File: config.mk
export PLATFORM = sky130hd
export DESIGN_NAME = fbmt_ctrl
export DESIGN_NICKNAME = d
export VERILOG_FILES = /design/src/hw/rtl/fbmt_pkg.sv /design/src/hw/rtl/fbmt_ctrl.sv
export SDC_FILE = /design/constraint.sdc
export NUM_CORES = 1
export LEC_CHECK = 0
export BUFFER_PORTS_ARGS = -buffer_cell sky130_fd_sc_hd__buf_4
export CAP_MARGIN = 15
export CORE_AREA = 2 2 39 41
export CTS_CLUSTER_SIZE = 25
export DETAILED_ROUTE_END_ITERATION = 10
export DIE_AREA = 0 0 41 43
export GPL_ROUTABILITY_DRIVEN = 1
export GPL_TIMING_DRIVEN = 1
export HOLD_SLACK_MARGIN = 0.08
export MAX_ROUTING_LAYER = met4
export PLACE_DENSITY_LB_ADDON = 0.15
export SYNTH_ARGS = -nofsm -noshare
export SYNTH_HDL_FRONTEND = slang
export SYNTH_SLANG_ARGS = --single-unit
File: constraint.sdc
create_clock -name clk -period 2.5 [get_ports clk]
set_clock_uncertainty 0.1 [all_clocks]
set_input_delay 0.375 -clock clk [delete_from_list [all_inputs] [get_ports clk]]
set_output_delay 0.375 -clock clk [all_outputs]
set_load 0.005 [all_outputs]
File: src/hw/rtl/fbmt_pkg.sv
// fbmt_pkg: shared constants, command and status codes and control types
// for the flash block map table; no dependencies
package fbmt_pkg;

	localparam int FLASH_COUNT      = 8;
	localparam int BLOCKS_PER_FLASH = 1024;
	localparam int PAGES_PER_BLOCK  = 64;
	localparam int PAGE_SECTORS     = 8;
	localparam int TABLE_DEPTH      = FLASH_COUNT * BLOCKS_PER_FLASH;
	localparam int IDX_W            = $clog2(TABLE_DEPTH);

	localparam int CMD_W    = 2;
	localparam int LFLASH_W = 3;
	localparam int LBLOCK_W = 10;
	localparam int FLASH_W  = 4;
	localparam int BLOCK_W  = 10;
	localparam int SECTOR_W = 22;
	localparam int STATUS_W = 2;
	localparam int PAGE_W   = 6;
	localparam int ENTRY_W  = 1 + FLASH_W + BLOCK_W;

	localparam logic [CMD_W-1:0] CMD_UPDATE    = 2'd0;
	localparam logic [CMD_W-1:0] CMD_LOOKUP    = 2'd1;
	localparam logic [CMD_W-1:0] CMD_TRANSLATE = 2'd2;

	localparam logic [STATUS_W-1:0] ST_OK       = 2'd0;
	localparam logic [STATUS_W-1:0] ST_UNMAPPED = 2'd1;
	localparam logic [STATUS_W-1:0] ST_RANGE    = 2'd2;

	typedef enum logic [1:0] {
		S_CLEAR,
		S_IDLE,
		S_ACCESS,
		S_FINISH
	} state_t;

	typedef struct packed {
		logic clear;
		logic load;
		logic access;
		logic finish;
	} dp_cmd_t;

	typedef struct packed {
		logic clear_last;
	} dp_stat_t;

endpackage

File: src/hw/rtl/fbmt_ctrl.sv
// fbmt_ctrl: sequencing state machine for the flash block map table
// depends on fbmt_pkg
module fbmt_ctrl
	import fbmt_pkg::*;
(
	input  logic     clk,
	input  logic     arst_n,
	input  logic     start,
	input  dp_stat_t stat,
	output dp_cmd_t  dcmd,
	output logic     busy
);

	state_t state_q, state_d;

	always_ff @(posedge clk or negedge arst_n) begin
		if (!arst_n) begin
			state_q <= S_CLEAR;
		end else begin
			state_q <= state_d;
		end
	end

	always_comb begin
		state_d = state_q;
		dcmd    = '0;
		busy    = 1'b1;
		unique case (state_q)
			S_CLEAR: begin
				dcmd.clear = 1'b1;
				if (stat.clear_last) begin
					state_d = S_IDLE;
				end
			end
			S_IDLE: begin
				busy = 1'b0;
				if (start) begin
					dcmd.load = 1'b1;
					state_d   = S_ACCESS;
				end
			end
			S_ACCESS: begin
				dcmd.access = 1'b1;
				state_d     = S_FINISH;
			end
			S_FINISH: begin
				dcmd.finish = 1'b1;
				state_d     = S_IDLE;
			end
			default: begin
				state_d = S_IDLE;
			end
		endcase
	end

endmodule

==> impl_metrics.toml, run 1 <==
[floorplan]
chipHeight_um = 43
num_rows = 14
design.die.area_mm2 = 0.00176
boundaryPins = 9
die_w_um = 41
start_util_pct = 12.0
core-area_mm2 = 0.00138

[grt]
antenna_found_initial = 0
overflow = 0
grt_pass1_vias = 148
grt_first_pass_wirelength_um = 538
grt_use_total_pct = 5.14
grt_max_degree = 5

[yosys]
synth_top_area_share_pct = 30.1
synth_area_leader_cell = "dfrtp_1"
synth_fa_ha_area_share_pct = 30.1
ys_seq_area_share_pct = 30.1
synth.ff_latch_count = 2
syn_area_um2 = 166
synth_xor_area_share_pct = 0
synthSimpleGateAreaFrac_pct = 10.5
avgSynthCellArea_um2 = 10.4
synth_compound_area_share_pct = 11.3
synthCells = 16
yosys-mux-area-fraction_pct = 9.02
yosys-top-cells-area = "dfrtp_1 30%, ha_1 30%, inv_1 9.0%, mux2_4 9.0%, nor2b_4 8.3%"
synth_top_family_by_area = "adder cells"
syn_nets = 24
synth_cell_types = 8
yosysWarningCount = 0

[hold_path]
hold_path.class = "in2reg"

[sta]
rsz0062_at_grt = "false"
hold_slack_ns = 0.353
finalSetupViolCount = 0
tns_ns = 0
timing.slew.headroom_pct = 91.3
fmax_mhz = 597
fin_crit_ns = 1.68
min_period_over_period_pct = 67.0
fin_ws_ns = 0.825
hold_viol = 0
worst_slew_pin_slew_ns = 0.130
drv_slew = 0

[final_layout]
diodes = 0
fillers = 158
final_area_um2 = 279
areaGrowthSynthToFinish_pct = 67.7
fin_nets = 38
multi_input_area_um2 = 101
largest_reg_flops = 2
reg.largest.list = "state_q (2)"
regArea_um2 = 50.0
drive_above_1_share_pct = 50.0
regMostFlops = "state_q"

[worst_setup_path]
crit_arrival_ns = 1.20
crit_type = "reg2out"
cp_slowest_cell = "dfrtp_1"
cp_max_fo = 4
worstPathCellList = "inv_1, ha_1, inv_1, nor2_1, buf_4"
critical_path.startpoint_type = "flip-flop"
crit_top_cell = "inv_1"
required_ns = 2.03
slowest_delay_ns = 0.40
cp-end-kind = "output port"

[drt]
drt_pre_antenna_iters = 2
wl_per_cell_um = 7.05
drt_iter0_drc = 1
final_antenna_net_count = 0
wl_um = 310
dr_total_vias = 146
drc = 0
via_per_inst = 3.32

[outcome]
status = "completed"

[clock_tree]
cts.repair.resized = 0
insertion_delay_ns = 0.22
hold_buffers = 1
clk_pin_slew_ns = 0.03
htreeDepth = 1
clockBufferDepth = 2
postCtsSetupRepairBufs = 0
cts_tree = "built"
cts_buffers = 3
cts_root_buffer = "clkbuf_4"
clock-sinks = 2

[power]
finalPower_w = 0.000296
total_leakage_power_nw = 0.152
power.density_mw_per_mm2 = 1060
ir_drop_mv = 0.219

[place]
place_congestion = 0.655
portBuffers = 8
postPlaceCellArea_um2 = 246
pre_cts_ws_ns = 1.04

[run]
maxCapViolations = 0
-- logic make-up (layout without fill, tap and decap cells) --
group	Yosys count	in the layout
muxes	1	1
and+or+nand+nor	2	2
AOI/OAI and AO/OA	3	3
adders and majority gates	4	4
DFF	2	2
buffers and inverters	4	16
-- cell type report --
cell class / instances / share of cell area [%]
inverter: 4 / 5.38
clock buffer: 3 / 8.07
timing repair buffer: 9 / 25.1
sequential: 2 / 17.9
tap: 16 / 7.17
multi-input combinational: 10 / 36.3
-- final timing paths --
kind | from | endpoint | slack [ns] | depth (start not counted)
worst max-delay path | state_q[1] | dcmd[2] | 0.82 | 5
worst min-delay path | stat | state_q[0] | 0.35 | 3
worst max register to register | state_q[0] | state_q[1] | 1.06 | 5
worst min register to register | state_q[1] | state_q[1] | 0.48 | 1
max in group asynchronous | arst_n | state_q[0] | 1.84 | 2
min in group asynchronous | arst_n | state_q[1] | 0.37 | 2
-- per-stage QoR --
stage	std cells	util (%)
2_1_floorplan	16	-
3_3_place_gp	40	17.8
3_5_place_dp	40	17.8
4_1_cts	44	20.2
5_1_grt	44	20.2
6_report	44	20.2
-- cells in the final DEF, fill, tap and decap left out --
master / count
mux2_4: 1
o21ai_0: 2
dfrtp_1: 2
a21oi_2: 1
nor2_1: 1
inv_1: 4
ha_1: 4
buf_4: 8
nor2b_4: 1
clkbuf_4: 3
dlygate4sd3_1: 1
-- Yosys cell counts --
| master | number |
|---|---|
| ha_1 | 4 |
| inv_1 | 4 |
| dfrtp_1 | 2 |
| o21ai_0 | 2 |
| a21oi_2 | 1 |
| mux2_4 | 1 |
| nor2_1 | 1 |
| nor2b_4 | 1 |
-- layer usage --
| layer | global-route usage (%) | part of all wire, % | wire, um | up-vias |
|---|---|---|---|---|
| met5 | - | 0 | 0 | - |
| met4 | 6.00 | 0 | 0 | 0 |
| met3 | 3.14 | 7.4 | 23 | 0 |
| met2 | 6.25 | 54 | 167 | 5 |
| met1 | 4.82 | 38 | 118 | 65 |
| li1 | - | - | - | 76 |
-- worst max-delay path, delay by kind of cell, from the launching register on --
| kind | cells | cell delay [ns] |
|---|---|---|
| flops | 1 | 0.40 |
| buf+inv | 3 | 0.27 |
| fa+ha+maj | 1 | 0.20 |
| simple gates | 1 | 0.10 |
-- report_power, final --
| group | switching, W | internal, W | total [W] |
|---|---|---|---|
| sequential | 0.0000165 | 0.0000484 | 0.0000650 |
| clock | 0.0000184 | 0.0000530 | 0.0000714 |
| combinational | 0.0000611 | 0.0000984 | 0.000159 |
Power figures use the tool's default switching activity.
==> run 2: changes to the inputs <==
==> constraint.sdc (replaced) <==
create_clock -name clk -period 1.59 [get_ports clk]
set_clock_uncertainty 0.1 [all_clocks]
set_input_delay 0.2385 -clock clk [delete_from_list [all_inputs] [get_ports clk]]
set_output_delay 0.2385 -clock clk [all_outputs]
set_load 0.005 [all_outputs]
==> impl_metrics.toml, run 2 (synthesis gave the netlist of run 1 again) <==
[outcome]
status = "completed"

[sta]
rsz0062_at_grt = "false"
min_period_over_period_pct = 94.8
drv_slew = 0
hold_slack_ns = 0.210
tns_ns = 0
fin_crit_ns = 1.51
hold_viol = 0
fmax_mhz = 664
fin_ws_ns = 0.0834
worst_slew_pin_slew_ns = 0.188
timing.slew.headroom_pct = 87.5
finalSetupViolCount = 0

[worst_setup_path]
cp-end-kind = "flip-flop"
crit_arrival_ns = 1.51
cp_max_fo = 4
worstRegToRegCells = 5
crit_type = "reg2reg"
rr_startpoint = "state_q[0]"
r2r-end = "state_q[1]"
reg2reg_slack_ns = 0.08
critical_path.startpoint_type = "flip-flop"
required_ns = 1.59

[grt]
grt_pass1_vias = 133
grt_max_degree = 5
grt_first_pass_wirelength_um = 565
grt_use_total_pct = 5.45
overflow = 0
antenna_found_initial = 0

[clock_tree]
clockBufferDepth = 2
insertion_delay_ns = 0.22
cts_root_buffer = "clkbuf_4"
clock-sinks = 2
cts_buffers = 3
htreeDepth = 1
clk_pin_slew_ns = 0.03
cts_tree = "built"

[drt]
drt_iter0_drc = 0
dr_total_vias = 149
drc = 0
wl_um = 350
wl_per_cell_um = 7.78
via_per_inst = 3.31
drt_pre_antenna_iters = 1
final_antenna_net_count = 0

[final_layout]
areaGrowthSynthToFinish_pct = 79.7
largest_reg_flops = 2
drive_above_1_share_pct = 55.2
regMostFlops = "state_q"
reg.largest.list = "state_q (2)"
fillers = 170
diodes = 0
final_common_cell = "buf_4"
final_area_um2 = 299
final_cell_mix = "9 x buf_4, 4 x inv_1, 3 x ha_1, 3 x clkbuf_4"
fin_util_pct = 21.6
fin_nets = 39

[power]
ir_drop_mv = 0.321
total_leakage_power_nw = 0.157
power.density_mw_per_mm2 = 1710

[place]
pre_cts_ws_ns = 0.124
postPlaceCellArea_um2 = 246
portBuffers = 8
place_congestion = 0.629
hpwl_um = 287

[floorplan]
num_rows = 14
boundaryPins = 9
die_w_um = 41
start_util_pct = 12.0
core-area_mm2 = 0.00138
design.die.area_mm2 = 0.00176
chipHeight_um = 43

[hold_path]
min_path_cells = 3
min_to = "state_q[0]"
worstHoldStart = "stat"
hold_path.class = "in2reg"

[run]
maxCapViolations = 0
-- run 2: cell count changes in the layout (fill, tap and decap cells not counted) --
cell,change
ha_1,-1
buf_4,+1
ha_4,+1
-- run 2: timing repair --
item,4_1_cts,5_1_grt
setup endpoints to repair,0,1
hold buffers,1,0
resized for setup,0,2
buffers inserted,0,1
hold endpoints to repair,2,0
-- run 2: cell type report --
cell class	count	area, um2	share of cell area, %
timing repair buffer	10	77.6	25.9
multi-input combinational	10	114	38.1
clock buffer	3	22.5	7.53
sequential	2	50.0	16.7
inverter	4	15.0	5.02
tap	16	20.0	6.69
-- run 2: layer usage --
layer	GRT usage [%]	share of wire, %	vias to the layer above
li1	-	-	75
met1	5.79	40	65
met2	7.19	49	7
met3	1.57	5.1	2
met4	6.00	4.6	0
met5	-	0	-
-- run 2: worst max-delay path by stage --
stage | from | end | slack (ns) | cells past startpoint
after floorplan | state_q[0] | state_q[1] | 0.20 | 5
after global placement | state_q[0] | state_q[1] | 0.14 | 5
after detailed placement | state_q[0] | state_q[1] | 0.12 | 5
after CTS | state_q[1] | dcmd[2] | 0.01 | 5
after global routing | state_q[0] | state_q[1] | 0.008 | 5
final | state_q[0] | state_q[1] | 0.08 | 5
-- run 2: worst max-delay path, cell delays in order (launching register included) --
cell	delay [ns]
dfrtp_1	0.42
inv_1	0.09
ha_1	0.21
nor2b_4	0.13
a21oi_2	0.12
mux2_4	0.31
-- run 2: power breakdown --
part           switching (W)  internal [W]
Clock              0.0000290     0.0000832
Sequential         0.0000298     0.0000761
Combinational       0.000111      0.000182
-- run 2: metrics by stage --
step	std cells	total power, W
after floorplan	16	0.000248
after global placement	40	0.000360
after detailed placement	40	0.000368
after CTS	44	0.000489
after global routing	45	0.000567
final	45	0.000511
